===== src/hw/rtl/dfs_pkg.sv =====
`timescale 1ns / 1ps
// ----------------------------------------------------------------------------
// dfs_pkg
// Shared types and constants for the delimited fragment scanner.
// ----------------------------------------------------------------------------
package dfs_pkg;

    localparam int LEN_BITS    = 16;
    localparam int QUEUE_DEPTH = 4;
    localparam int QUEUE_AW    = $clog2(QUEUE_DEPTH);

    localparam logic [7:0]  MAX_DEPTH = 8'd255;
    localparam logic [15:0] LEN_LIMIT = 16'hFFFF;
    localparam logic [15:0] LEN_ONE   = 16'd1;

    localparam logic [7:0] CH_NUL    = 8'h00;
    localparam logic [7:0] CH_LF     = 8'h0A;
    localparam logic [7:0] CH_CR     = 8'h0D;
    localparam logic [7:0] CH_DQUOTE = 8'h22;
    localparam logic [7:0] CH_SQUOTE = 8'h27;
    localparam logic [7:0] CH_LPAREN = 8'h28;
    localparam logic [7:0] CH_RPAREN = 8'h29;
    localparam logic [7:0] CH_STAR   = 8'h2A;
    localparam logic [7:0] CH_SLASH  = 8'h2F;
    localparam logic [7:0] CH_LBRACK = 8'h5B;
    localparam logic [7:0] CH_BSLASH = 8'h5C;
    localparam logic [7:0] CH_RBRACK = 8'h5D;
    localparam logic [7:0] CH_BTICK  = 8'h60;
    localparam logic [7:0] CH_LBRACE = 8'h7B;
    localparam logic [7:0] CH_RBRACE = 8'h7D;

    typedef enum logic [2:0] {
        MODE_IDLE  = 3'd0,
        MODE_STR   = 3'd1,
        MODE_EXPR  = 3'd2,
        MODE_LINE  = 3'd3,
        MODE_BLOCK = 3'd4,
        MODE_SLASH = 3'd5
    } scan_mode_t;

    typedef enum logic [2:0] {
        KIND_UNKNOWN = 3'd0,
        KIND_STR     = 3'd1,
        KIND_EXPR    = 3'd2,
        KIND_LINE    = 3'd3,
        KIND_BLOCK   = 3'd4
    } frag_kind_t;

    // one classified byte, as it travels from front to back
    typedef struct packed {
        logic [7:0] ch;
        logic       start;
        logic       last;
        logic       is_quote;
        logic       is_open;
        logic [7:0] closer;
        logic       is_bslash;
        logic       is_slash;
        logic       is_star;
        logic       is_eol;
    } dfs_item_t;

endpackage


===== src/hw/rtl/dfs_front.sv =====
`timescale 1ns / 1ps
// ----------------------------------------------------------------------------
// dfs_front
// Input handshake and byte classification; pushes classified items to the queue.
// ----------------------------------------------------------------------------
module dfs_front
    import dfs_pkg::*;
(
    input  logic       clk,
    input  logic       rst_n,
    input  logic       in_valid,
    output logic       in_stall,
    input  logic [7:0] ch,
    input  logic       start_req,
    input  logic       last,
    input  logic       q_full,
    output logic       push,
    output dfs_item_t  push_item
);

    logic       accept_seen_reg;
    logic       accept_seen_next;

    assign in_stall = q_full;
    assign push     = in_valid && !q_full;

    always_comb
    begin
        push_item.ch        = ch;
        push_item.start     = start_req;
        push_item.last      = last;
        push_item.is_quote  = (ch == CH_DQUOTE) || (ch == CH_SQUOTE) || (ch == CH_BTICK);
        push_item.is_open   = (ch == CH_LBRACE) || (ch == CH_LPAREN) || (ch == CH_LBRACK);
        push_item.is_bslash = (ch == CH_BSLASH);
        push_item.is_slash  = (ch == CH_SLASH);
        push_item.is_star   = (ch == CH_STAR);
        push_item.is_eol    = (ch == CH_LF) || (ch == CH_CR);
        case (ch)
            CH_LBRACE: push_item.closer = CH_RBRACE;
            CH_LPAREN: push_item.closer = CH_RPAREN;
            CH_LBRACK: push_item.closer = CH_RBRACK;
            default:   push_item.closer = CH_NUL;
        endcase
    end

    // tracks whether any item has been taken since reset (status for checks)
    assign accept_seen_next = accept_seen_reg || push;

    always_ff @(posedge clk or negedge rst_n)
    begin
        if (!rst_n)
        begin
            accept_seen_reg <= 1'b0;
        end
        else
        begin
            accept_seen_reg <= accept_seen_next;
        end
    end

`ifndef SYNTH
    a_push_needs_room: assert property (@(posedge clk) disable iff (!rst_n)
        push |-> (in_valid && !q_full && accept_seen_next))
        else $error("front pushed without room");
`endif

endmodule


===== src/hw/rtl/dfs_queue.sv =====
`timescale 1ns / 1ps
// ----------------------------------------------------------------------------
// dfs_queue
// Short FIFO of classified items between the front and the scanner.
// ----------------------------------------------------------------------------
module dfs_queue
    import dfs_pkg::*;
(
    input  logic      clk,
    input  logic      rst_n,
    input  logic      push,
    input  dfs_item_t push_item,
    output logic      full,
    input  logic      pop,
    output logic      q_valid,
    output dfs_item_t q_item
);

    localparam logic [QUEUE_AW:0] COUNT_FULL = (QUEUE_AW + 1)'(QUEUE_DEPTH);

    dfs_item_t            store_reg [QUEUE_DEPTH];
    logic [QUEUE_AW-1:0]  wr_ptr_reg;
    logic [QUEUE_AW-1:0]  wr_ptr_next;
    logic [QUEUE_AW-1:0]  rd_ptr_reg;
    logic [QUEUE_AW-1:0]  rd_ptr_next;
    logic [QUEUE_AW:0]    count_reg;
    logic [QUEUE_AW:0]    count_next;
    logic                 do_pop;

    assign full    = (count_reg == COUNT_FULL);
    assign q_valid = (count_reg != '0);
    assign q_item  = store_reg[rd_ptr_reg];
    assign do_pop  = pop && q_valid;

    always_comb
    begin
        wr_ptr_next = push ? wr_ptr_reg + 1'b1 : wr_ptr_reg;
        rd_ptr_next = do_pop ? rd_ptr_reg + 1'b1 : rd_ptr_reg;
        count_next  = count_reg;
        if (push && !do_pop)
        begin
            count_next = count_reg + 1'b1;
        end
        else if (!push && do_pop)
        begin
            count_next = count_reg - 1'b1;
        end
    end

    always_ff @(posedge clk or negedge rst_n)
    begin
        if (!rst_n)
        begin
            wr_ptr_reg <= '0;
            rd_ptr_reg <= '0;
            count_reg  <= '0;
        end
        else
        begin
            wr_ptr_reg <= wr_ptr_next;
            rd_ptr_reg <= rd_ptr_next;
            count_reg  <= count_next;
        end
    end

    always_ff @(posedge clk)
    begin
        if (push)
        begin
            store_reg[wr_ptr_reg] <= push_item;
        end
    end

`ifndef SYNTH
    a_count_bound: assert property (@(posedge clk) disable iff (!rst_n)
        count_reg <= COUNT_FULL)
        else $error("queue count out of range");
    a_no_push_full: assert property (@(posedge clk) disable iff (!rst_n)
        full |-> !push)
        else $error("push into full queue");
`endif

endmodule


===== src/hw/rtl/dfs_back.sv =====
`timescale 1ns / 1ps
// ----------------------------------------------------------------------------
// dfs_back
// Fragment scanner: steps one queued item per cycle unless a held result is stalled, holds result register.
// ----------------------------------------------------------------------------
module dfs_back
    import dfs_pkg::*;
(
    input  logic        clk,
    input  logic        rst_n,
    input  logic        q_valid,
    input  dfs_item_t   q_item,
    output logic        q_pop,
    output logic        out_valid,
    input  logic        out_stall,
    output logic [15:0] frag_len,
    output logic [2:0]  kind,
    output logic        unterminated,
    output logic        depth_overflow
);

    scan_mode_t  mode_reg, mode_next;
    logic [7:0]  close_reg, close_next;
    logic [7:0]  open_reg, open_next;
    logic [7:0]  depth_reg, depth_next;
    logic [7:0]  iquote_reg, iquote_next;
    logic        esc_reg, esc_next;
    logic        star_reg, star_next;
    logic [15:0] count_reg, count_next;
    logic        ovf_reg, ovf_next;

    logic        out_valid_reg;
    logic [15:0] out_len_reg;
    frag_kind_t  out_kind_reg;
    logic        out_unterm_reg;
    logic        out_ovf_reg;

    logic        step;
    logic [15:0] cnt_inc;
    logic        in_quote;
    logic        hit_close;
    logic        hit_open;
    logic        ovf_upd;
    logic        hit;

    logic        res_emit;
    logic [15:0] res_len;
    frag_kind_t  res_kind;
    logic        res_unterm;
    logic        res_ovf;

    assign step  = q_valid && (!out_valid_reg || !out_stall);
    assign q_pop = step;

    assign cnt_inc   = (count_reg < LEN_LIMIT) ? count_reg + 16'd1 : count_reg;
    assign in_quote  = (iquote_reg != CH_NUL);
    assign hit_close = (q_item.ch == close_reg);
    assign hit_open  = (q_item.ch == open_reg);
    // closer has priority over opener inside an expression
    assign ovf_upd   = ovf_reg || (!in_quote && !hit_close && hit_open
                                   && (depth_reg == MAX_DEPTH));

    // closer reached on this byte, per mode
    always_comb
    begin
        case (mode_reg)
            MODE_STR:   hit = !esc_reg && !q_item.is_bslash && hit_close;
            MODE_EXPR:  hit = !in_quote && hit_close && (depth_reg == 8'd0);
            MODE_LINE:  hit = q_item.is_eol;
            MODE_BLOCK: hit = star_reg && q_item.is_slash;
            default:    hit = 1'b0;
        endcase
    end

    // result outputs
    always_comb
    begin
        res_emit   = 1'b0;
        res_len    = 16'd0;
        res_kind   = KIND_UNKNOWN;
        res_unterm = 1'b0;
        res_ovf    = 1'b0;
        unique case (mode_reg)
            MODE_STR:
            begin
                res_emit   = hit || q_item.last;
                res_len    = cnt_inc;
                res_kind   = KIND_STR;
                res_unterm = !hit;
            end
            MODE_EXPR:
            begin
                res_emit   = hit || q_item.last;
                res_len    = cnt_inc;
                res_kind   = KIND_EXPR;
                res_unterm = !hit;
                res_ovf    = ovf_upd;
            end
            MODE_LINE:
            begin
                res_emit   = hit || q_item.last;
                res_len    = cnt_inc;
                res_kind   = KIND_LINE;
                res_unterm = !hit;
            end
            MODE_BLOCK:
            begin
                res_emit   = hit || q_item.last;
                res_len    = cnt_inc;
                res_kind   = KIND_BLOCK;
                res_unterm = !hit;
            end
            MODE_SLASH:
            begin
                if (q_item.is_slash || q_item.is_star)
                begin
                    res_emit   = q_item.last;
                    res_len    = cnt_inc;
                    res_kind   = q_item.is_slash ? KIND_LINE : KIND_BLOCK;
                    res_unterm = 1'b1;
                end
                else
                begin
                    res_emit = 1'b1;
                end
            end
            default:
            begin
                // idle: only a flagged byte matters
                if (q_item.start)
                begin
                    if (q_item.is_quote || q_item.is_open)
                    begin
                        res_emit   = q_item.last;
                        res_len    = LEN_ONE;
                        res_kind   = q_item.is_quote ? KIND_STR : KIND_EXPR;
                        res_unterm = 1'b1;
                    end
                    else if (!(q_item.is_slash && !q_item.last))
                    begin
                        res_emit = 1'b1;
                    end
                end
            end
        endcase
    end

    // next state
    always_comb
    begin
        mode_next   = mode_reg;
        close_next  = close_reg;
        open_next   = open_reg;
        depth_next  = depth_reg;
        iquote_next = iquote_reg;
        esc_next    = esc_reg;
        star_next   = star_reg;
        count_next  = count_reg;
        ovf_next    = ovf_reg;
        if (step)
        begin
            unique case (mode_reg)
                MODE_STR:
                begin
                    count_next = cnt_inc;
                    if (esc_reg)
                    begin
                        esc_next = 1'b0;
                    end
                    else if (q_item.is_bslash)
                    begin
                        esc_next = 1'b1;
                    end
                end
                MODE_EXPR:
                begin
                    count_next = cnt_inc;
                    ovf_next   = ovf_upd;
                    if (in_quote)
                    begin
                        if (esc_reg)
                        begin
                            esc_next = 1'b0;
                        end
                        else if (q_item.is_bslash)
                        begin
                            esc_next = 1'b1;
                        end
                        else if (q_item.ch == iquote_reg)
                        begin
                            iquote_next = CH_NUL;
                        end
                    end
                    else if (hit_close)
                    begin
                        if (depth_reg != 8'd0)
                        begin
                            depth_next = depth_reg - 8'd1;
                        end
                    end
                    else if (hit_open)
                    begin
                        if (depth_reg < MAX_DEPTH)
                        begin
                            depth_next = depth_reg + 8'd1;
                        end
                    end
                    else if (q_item.is_quote)
                    begin
                        iquote_next = q_item.ch;
                        esc_next    = 1'b0;
                    end
                end
                MODE_LINE:
                begin
                    count_next = cnt_inc;
                end
                MODE_BLOCK:
                begin
                    count_next = cnt_inc;
                    star_next  = q_item.is_star;
                end
                MODE_SLASH:
                begin
                    count_next = cnt_inc;
                    if (q_item.is_slash)
                    begin
                        mode_next = MODE_LINE;
                    end
                    else if (q_item.is_star)
                    begin
                        mode_next = MODE_BLOCK;
                        star_next = 1'b0;
                    end
                end
                default:
                begin
                    mode_next   = MODE_IDLE;
                    close_next  = CH_NUL;
                    open_next   = CH_NUL;
                    depth_next  = 8'd0;
                    iquote_next = CH_NUL;
                    esc_next    = 1'b0;
                    star_next   = 1'b0;
                    count_next  = 16'd0;
                    ovf_next    = 1'b0;
                    if (q_item.start)
                    begin
                        if (q_item.is_quote)
                        begin
                            mode_next  = MODE_STR;
                            close_next = q_item.ch;
                            count_next = LEN_ONE;
                        end
                        else if (q_item.is_open)
                        begin
                            mode_next  = MODE_EXPR;
                            open_next  = q_item.ch;
                            close_next = q_item.closer;
                            count_next = LEN_ONE;
                        end
                        else if (q_item.is_slash && !q_item.last)
                        begin
                            mode_next  = MODE_SLASH;
                            count_next = LEN_ONE;
                        end
                    end
                end
            endcase
            // any result returns the scanner to a clean idle
            if (res_emit)
            begin
                mode_next   = MODE_IDLE;
                close_next  = CH_NUL;
                open_next   = CH_NUL;
                depth_next  = 8'd0;
                iquote_next = CH_NUL;
                esc_next    = 1'b0;
                star_next   = 1'b0;
                count_next  = 16'd0;
                ovf_next    = 1'b0;
            end
        end
    end

    always_ff @(posedge clk or negedge rst_n)
    begin
        if (!rst_n)
        begin
            mode_reg      <= MODE_IDLE;
            close_reg     <= CH_NUL;
            open_reg      <= CH_NUL;
            depth_reg     <= 8'd0;
            iquote_reg    <= CH_NUL;
            esc_reg       <= 1'b0;
            star_reg      <= 1'b0;
            count_reg     <= 16'd0;
            ovf_reg       <= 1'b0;
            out_valid_reg <= 1'b0;
        end
        else
        begin
            mode_reg   <= mode_next;
            close_reg  <= close_next;
            open_reg   <= open_next;
            depth_reg  <= depth_next;
            iquote_reg <= iquote_next;
            esc_reg    <= esc_next;
            star_reg   <= star_next;
            count_reg  <= count_next;
            ovf_reg    <= ovf_next;
            if (step && res_emit)
            begin
                out_valid_reg <= 1'b1;
            end
            else if (!out_stall)
            begin
                out_valid_reg <= 1'b0;
            end
        end
    end

    always_ff @(posedge clk)
    begin
        if (step && res_emit)
        begin
            out_len_reg    <= res_len;
            out_kind_reg   <= res_kind;
            out_unterm_reg <= res_unterm;
            out_ovf_reg    <= res_ovf;
        end
    end

    assign out_valid      = out_valid_reg;
    assign frag_len       = out_len_reg;
    assign kind           = out_kind_reg;
    assign unterminated   = out_unterm_reg;
    assign depth_overflow = out_ovf_reg;

`ifndef SYNTH
    a_depth_only_in_expr: assert property (@(posedge clk) disable iff (!rst_n)
        (mode_reg != MODE_EXPR) |-> (depth_reg == 8'd0))
        else $error("nest depth left nonzero outside an expression");
    a_idle_count_clear: assert property (@(posedge clk) disable iff (!rst_n)
        (mode_reg == MODE_IDLE) |-> (count_reg == 16'd0 && !ovf_reg))
        else $error("idle scanner holds stale count");
    a_unknown_zero_len: assert property (@(posedge clk) disable iff (!rst_n)
        (out_valid_reg && out_kind_reg == KIND_UNKNOWN) |-> (out_len_reg == 16'd0))
        else $error("unknown fragment with nonzero length");
`endif

endmodule


===== src/hw/rtl/delimited_fragment_scanner.sv =====
`timescale 1ns / 1ps
// ----------------------------------------------------------------------------
// delimited_fragment_scanner
// Finds the length of a quoted string, bracket expression or comment that a
// flagged opener byte starts. Takes one byte per cycle unless stalled.
// A front stage classifies each byte into a 4-entry queue; the scanner
// retires one queued byte per cycle, unless a held result is stalled, into a
// result register, so the sustained rate is one byte per clock. A final byte
// passes through the queue and its result then through the result register.
// The input stalls only when the queue is full, which happens only while the
// output side is stalled. Nesting depth saturates at 255, length at 65535.
// ----------------------------------------------------------------------------
module delimited_fragment_scanner
    import dfs_pkg::*;
(
    input  logic        clk,
    input  logic        rst_n,
    input  logic        in_valid,
    output logic        in_stall,
    input  logic [7:0]  ch,
    input  logic        start_req,
    input  logic        last,
    output logic        out_valid,
    input  logic        out_stall,
    output logic [15:0] frag_len,
    output logic [2:0]  kind,
    output logic        unterminated,
    output logic        depth_overflow
);

    logic      push;
    dfs_item_t push_item;
    logic      q_full;
    logic      q_pop;
    logic      q_valid;
    dfs_item_t q_item;

    dfs_front u_front (
        .clk       (clk),
        .rst_n     (rst_n),
        .in_valid  (in_valid),
        .in_stall  (in_stall),
        .ch        (ch),
        .start_req (start_req),
        .last      (last),
        .q_full    (q_full),
        .push      (push),
        .push_item (push_item)
    );

    dfs_queue u_queue (
        .clk       (clk),
        .rst_n     (rst_n),
        .push      (push),
        .push_item (push_item),
        .full      (q_full),
        .pop       (q_pop),
        .q_valid   (q_valid),
        .q_item    (q_item)
    );

    dfs_back u_back (
        .clk            (clk),
        .rst_n          (rst_n),
        .q_valid        (q_valid),
        .q_item         (q_item),
        .q_pop          (q_pop),
        .out_valid      (out_valid),
        .out_stall      (out_stall),
        .frag_len       (frag_len),
        .kind           (kind),
        .unterminated   (unterminated),
        .depth_overflow (depth_overflow)
    );

endmodule

===== config.mk =====
export PLATFORM = sky130hd
export DESIGN_NAME = delimited_fragment_scanner
export DESIGN_NICKNAME = d
export VERILOG_FILES = /design/src/hw/rtl/dfs_pkg.sv /design/src/hw/rtl/dfs_front.sv /design/src/hw/rtl/dfs_queue.sv /design/src/hw/rtl/dfs_back.sv /design/src/hw/rtl/delimited_fragment_scanner.sv
export SDC_FILE = /design/constraint.sdc
export NUM_CORES = 1
export LEC_CHECK = 0
export BUFFER_PORTS_ARGS = -buffer_cell sky130_fd_sc_hd__buf_2
export CORE_MARGIN = 5
export CORE_UTILIZATION = 55
export CTS_CLUSTER_DIAMETER = 40
export DETAILED_ROUTE_END_ITERATION = 7
export HOLD_SLACK_MARGIN = 0.15
export PLACE_DENSITY = 0.74
export SYNTH_ARGS = -nofsm -noshare
export SYNTH_HDL_FRONTEND = slang
export SYNTH_SLANG_ARGS = --single-unit

===== constraint.sdc =====
create_clock -name clk -period 3.75 [get_ports clk]
set_input_delay 0.1875 -clock clk [delete_from_list [all_inputs] [get_ports clk]]
set_output_delay 0.1875 -clock clk [all_outputs]
set_load 0.1 [all_outputs]

# Word-level counts from Yosys, hierarchy flattened
# Memories as Yosys holds them, arrays and structs flattened.
# Cells that the tools add are included.
dict set report word_totals {
  ramBits 92
  input_bits 14
  register_bits 83
  mem_count 1
  elab_cells 202
}
dict set report op_classes {
  n_reduce_logical 53
  muxes 82
  order_cmp 2
  n_addsub 7
  eq_ne 40
}
# memory words width read_ports rd_ports_with_merged_regs wr line
set memory_table {}
lappend memory_table {u_queue.store_reg 4 23 1 0 1 dfs_queue.sv:21} ;# dfs_item_t store_reg [QUEUE_DEPTH];
# operator n
set op_table {}
lappend op_table {{$mux W8} 24}
lappend op_table {{$mux W16} 8}
lappend op_table {{$eq A8 B6 Y1 const B} 5}
lappend op_table {{$mux W3} 13}
lappend op_table {{$eq A8 B7 Y1 const B} 4}
lappend op_table {{$pmux W16 S2} 1}
lappend op_table {{$pmux W8 S2} 2}
lappend op_table {{$eq A8 B8 Y1} 3}
lappend op_table {{$mux W1} 24}
lappend op_table {{$pmux W7 S3} 1}
lappend op_table {{$add A16 B1 Y16 const B} 1}
lappend op_table {{$eq A8 B4 Y1 const B} 2}
lappend op_table {{$lt A16 B16 Y1 const B} 1}
lappend op_table {{$ne A4 B1 Y1 const B} 4}
lappend op_table {{$ne A4 B4 Y1 const B} 4}
lappend op_table {{$reduce_bool A8 Y1} 2}
lappend op_table {{$logic_and A1 B1 Y1} 15}
lappend op_table {{$pmux W3 S5} 1}
lappend op_table {{$ne A2 B1 Y1 const B} 6}
lappend op_table {{$logic_not A1 Y1} 11}
lappend op_table {{$logic_or A1 B1 Y1} 10}
lappend op_table {{$eq A3 B3 Y1 const B} 3}
lappend op_table {{$add A8 B1 Y8 const B} 1}
lappend op_table {{$eq A8 B8 Y1 const B} 1}
lappend op_table {{other kinds (27)} 37}

# Longest topological paths before layout
dict set report logic_depth {
  word_depth 9
  depth_mapped 15
  ltp_nobuf 13
}

# By module
# Synthesis repeated with hierarchy kept, for this count alone.
dict set report unflattened {
  hier_cells 679
  hier_area_um2 8817.2
}
# module area_each_um2 instances cells_each
set modules_own_cells {}
lappend modules_own_cells {dfs_back 4604.4 1 471}
lappend modules_own_cells {dfs_queue 3905.0 1 160}
lappend modules_own_cells {dfs_front 307.8 1 48}

# Worst setup path before layout
# Ideal clock, no wire load.
dict set report synth_timing {
  path_kind {reg2reg}
  startpoint {register u_queue.count_reg[0]}
  endpoint {register u_queue.count_reg[1]}
  path_stages_with_launch 8
  synth_period_minus_slack_ps 4073
  t_arrival_ps 3949
  path_buffers 1
  t_required_ps 3625
  slack_ps -323
  cell_sequence {dfrtp_1 nor3b_1 nor2b_1 clkbuf_1 ha_1 inv_1 fa_1 mux2_2}
}
dict set report synth_between {
  word_cells_on_any_way 15
  cone_classes {add/sub (2); eq/ne (1); mux (2); reduce/logical (10)}
}
# element line
set synth_lines {}
lappend synth_lines {{start, declared} dfs_queue.sv:26} ;# logic [QUEUE_AW:0] count_reg;
lappend synth_lines {{start signal, assigned} dfs_queue.sv:62} ;# count_reg <= count_next;
lappend synth_lines {{$eq A3 B3 Y1} dfs_queue.sv:30} ;# assign full = (count_reg == COUNT_FULL);
lappend synth_lines {{net in_stall} delimited_fragment_scanner.sv:19} ;# output logic in_stall,
lappend synth_lines {{$logic_not A1 Y1} dfs_front.sv:25} ;# assign push = in_valid && !q_full;
lappend synth_lines {{$logic_and A1 B1 Y1} dfs_front.sv:25}
lappend synth_lines {{net push} delimited_fragment_scanner.sv:31} ;# logic push;
lappend synth_lines {{$logic_and A1 B1 Y1} dfs_queue.sv:40} ;# if (push && !do_pop)
lappend synth_lines {{$mux W3} dfs_queue.sv:40}
lappend synth_lines {{net u_queue.count_next[1]} dfs_queue.sv:27} ;# logic [QUEUE_AW:0] count_next;
# The timed path passes the listed nets, and every way through them passes these cells. The select of a mux whose other input is x is not followed.
# A chain may end at the register's enable or synchronous reset.

# Final worst setup path
dict set report layout_timing {
  startpoint {register u_queue.rd_ptr_reg[0]}
  endpoint {register u_back.depth_reg[7]}
}
dict set report layout_between {
  elab_chain_cells 9
  word_cells_on_any_way 30
  cone_classes {eq/ne (7); mux (10); reduce/logical (12); memory (1)}
}
# element line
set layout_rtl {}
lappend layout_rtl {{start, declared} dfs_queue.sv:24} ;# logic [QUEUE_AW-1:0] rd_ptr_reg;
lappend layout_rtl {{start signal, assigned} dfs_queue.sv:61} ;# rd_ptr_reg <= rd_ptr_next;
lappend layout_rtl {{$mem_v2 Z4 W23 (*)} --}
lappend layout_rtl {{$eq A8 B8 Y1, or another cell as far along} dfs_back.sv:57} ;# assign hit_close = (q_item.ch == close_reg);
lappend layout_rtl {{$logic_and A1 B1 Y1 (on tied branches)} {dfs_back.sv:68, dfs_back.sv:67, dfs_back.sv:139}}
lappend layout_rtl {{$logic_and A1 B1 Y1, or another cell as far along} dfs_back.sv:68} ;# MODE_EXPR: hit = !in_quote && hit_close && (depth_reg == 8'd0);
lappend layout_rtl {{$pmux W1 S4 / $mux W1 (equally long branches)} {dfs_back.sv:66, dfs_back.sv:132}}
lappend layout_rtl {{$logic_or A1 B1 Y1 / $mux W1 (equally long branches)} --}
lappend layout_rtl {{$pmux W1 S2} dfs_back.sv:83} ;# unique case (mode_reg)
lappend layout_rtl {{$ne A4 B1 Y1 (no source line), or another cell as far along} --}
lappend layout_rtl {{$reduce_and A6 Y1 (no source line)} --}
lappend layout_rtl {{end signal, assigned} dfs_back.sv:306} ;# depth_reg <= depth_next;
lappend layout_rtl {{end, declared} dfs_back.sv:25} ;# logic [7:0] depth_reg, depth_next;
# Every way passes the cells marked *; elsewhere a longest branch is shown, timed or not. The select of a mux whose other input is x is not followed.

==> results.md <==
* Outcome: complete, no violations
* Worst vdd ir at between 0.5 and 0.6 mV
* Reg2reg path depth at 14
* RSZ-0062 raised after global routing: false
* Crit path DAT at 3.89 ns
* Synth Area in Compound Gates at a little under an eighth
* Unique cell type count in the Yosys netlist at 70
* Pins Over Slew Limit at 0
* Maxcap violations at 0
* Clock period minus worst slack at about 3.6 ns
* Total grt overflow at 0
* Worst-skew pair later-pin latency at ~0.43 ns
* Final Cycle Share at 94.69%
* CTS max path bufs at 2
* Post-route DRC at 0
* Layout Nets at roughly 770
* PortBufs at 36
* Clock sink count at 159
* Worst Path Required at 4.09 ns
* Final hold violation count at 0
* Post-synthesis mux area share at about 8.5%
* Pin count of the biggest net entering global routing at 43
* Core area at 14480 sq um
* Synth warnings at 0
* Synth Cell Area at between 8000 and 9000 sq um
* Clock buffer count from CTS at 17
* Synthesis-to-layout area growth at 14.60%
* Relative slew slack at slightly below 30%
* Startpoint types: flip-flop
* DP HPWL at roughly 12 mm
* Syn_nets at 711
* Share of layout cells above drive strength 1 at between 10% and 20%
* Clock transition at the registers of the reported paths at ~0.060 ns
* TritonCTS clock tree: built
* Hold Startpoint: in_valid
* GRT Total Usage at between 20% and 30%
* Gpl congestion at about 0.92
* Post-synth top flop: edfxtp_1
* Post-Syn Instances at between 600 and 700
* FF-to-FF Start: u_queue.rd_ptr_reg[0]
* CP endpoint kind: flip-flop
* Root buffer cell: clkbuf_16
* Drt wl/cell at roughly 19 um
* Syn Area/Cell at 11.84 sq um
* Number of synthesized register bits at between 150 and 200
* Antenna violations before repair at 0
* Largest family of logic cells by synthesized area: simple AND/OR/NAND/NOR gates
* PD cells at just under 900 nW/um^2
* Initial Util at between 50% and 60%
* Post-DRT Antenna Nets at 0
* First-pass GRT wire length at between 20 and 30 mm
* Postcts setup bufs at 0
* Crit path launch: u_queue.rd_ptr_reg[0]
* Die area at about 17000 sq um
* Fin Hold WS at 0.2564 ns
* WL final at about 18 mm
* Hold depth at 3
* Vias at 5742
* Drt initial violations at about 460
* Ys async rst share at between 30 and 40%
* H-tree depth at 4
* Synth Area in XOR/XNOR at 5.198%
* EDFF count, synth at 97
* Slew @ Worst Pin at approximately 1.1 ns
* Post-Synth Simple-Gate Area at between 10% and 20%
* Sequential area share after synthesis at 55.20%
* 1st-pass router iterations at 7
* Via density at 6.122
* CP Class: reg2reg
* Endpoints failing setup at 0
* Die X at 131.3 um
* Fmax at ~0.28 GHz
* ANT cells at 0
* I/O pins at 37
* Post-Synth Adder-Cell Area at 2.351%
* Hold Path Class: in2reg
* Setup_tns at 0 ns
* Static leakage at ~0.0036 uW
* Worst clock skew at approximately 0.0094 ns
* Max Fanout on Critical Path at 24
* # rows at 44
* Max reg flops at 76
* DIE HEIGHT at roughly 130 um
* Vias in the first global route at roughly 5700
[metrics by stage]
step	std cells	power (uW)	util [%]	worst slack [ns]	cell area [sq um]
after CTS	938	8111	63.96	0.05563	9260
after detailed placement	894	6302	58.89	0.07648	8527
after global placement	894	6207	58.89	0.2377	8527
final	938	8118	64.02	0.1990	9269
after floorplan	683	5408	-	0.07551	8093
after global routing	938	8529	64.02	0.01471	9269
[cells in the mapped netlist (all sizes together) (3+ instances only)]
cell type | n | area share (%)
inv | 16 | 0.74
or3 | 4 | 0.31
mux2i | 12 | 1.5
buf | 13 | 1.2
o21ai | 48 | 3.0
a211o | 3 | 0.32
edfxtp | 97 | 36
o22ai | 3 | 0.23
nor3b | 9 | 0.97
clkbuf | 20 | 0.93
o211ai | 4 | 0.37
nor2 | 53 | 2.5
a21oi | 37 | 2.3
ha | 12 | 1.9
and3 | 3 | 0.23
a31oi | 3 | 0.23
nand2 | 62 | 2.9
a22o | 11 | 1.2
xnor2 | 35 | 3.8
or2 | 5 | 0.39
o31ai | 6 | 0.62
a21o | 5 | 0.46
nor3 | 18 | 1.2
xor2 | 13 | 1.4
nand3 | 18 | 1.1
and3b | 4 | 0.43
mux4 | 18 | 5.4
o2bb2ai | 10 | 1.1
a31o | 3 | 0.32
mux2 | 12 | 1.7
and2 | 7 | 0.54
nand4 | 14 | 1.1
dfrtp | 62 | 19
nor4 | 13 | 1.2
[timing repair]
action	CTS	global route
hold endpoints to repair	82	0
hold buffers	12	0
resized for setup	0	7
endpoints found under the setup margin	0	3
[final timing paths]
check | slack (ns) | end
min reg2reg | 0.49 | u_back.ovf_reg
min | 0.26 | u_queue.wr_ptr_reg[0]
max in group asynchronous | 2.45 | u_back.count_reg[8]
min in group asynchronous | 0.44 | u_queue.count_reg[2]
max | 0.20 | u_back.depth_reg[7]
max reg2reg | 0.20 | u_back.depth_reg[7]
[critical path, cell delays in order, from the launching register on]
cell	delay, ns
dfrtp_1	0.39
buf_12	0.18
mux4_2	0.58
xnor2_1	0.19
nand4_1	0.13
or2_1	0.29
inv_2	0.08
ha_1	0.23
a21o_1	0.20
a211o_1	0.31
o211ai_1	0.14
a21oi_2	0.12
nand4_1	0.10
or4b_1	0.44
o211ai_1	0.09
[cell usage in the layout, fill, tap and decap left out, drive strengths merged, types with 9 or more instances in the layout]
master	count
edfxtp	97
nand2	62
dfrtp	62
buf	60
nor2	53
o21ai	48
a21oi	37
xnor2	35
inv	20
clkbuf	19
nand3	18
nor3	18
mux4	18
nand4	14
xor2	13
nor4	13
mux2	12
mux2i	12
ha	12
dlygate4sd3	12
a22o	11
o2bb2ai	10
nor3b	9
[area by class of cell]
class	count	area, sq um
well taps	184	230.2
flip-flops and latches	159	4464
multi-input cells	474	3405
inverters	17	63.81
fillers	1104	5210
clock inverters	13	180.2
clock buffers	19	432.9
repair buffers	72	493.0
[logic make-up after synthesis]
family,count (synthesis)
AO/OA/AOI/OAI,148
multiplexers,42
flip-flops,159
AND/OR/NAND/NOR,222
adder cells (fa/ha/maj),14
XOR/XNOR,48
buffers and inverters,50
[where the power goes]
part,internal (uW),leakage (uW),switching [uW]
Clock,1060,0.000292,721
Sequential,2340,0.00180,235
Combinational,1100,0.00155,2660
[metal layers]
layer | global-route usage (%) | part of all wire, % | vias to the layer above
met5 | 0 | 0 | -
met4 | 5.771 | 1.8 | 0
met3 | 5.275 | 5.9 | 31
met2 | 34.65 | 49 | 218
met1 | 27.38 | 43 | 2816
li1 | - | - | 2677
(Power assumes the default switching activity.)
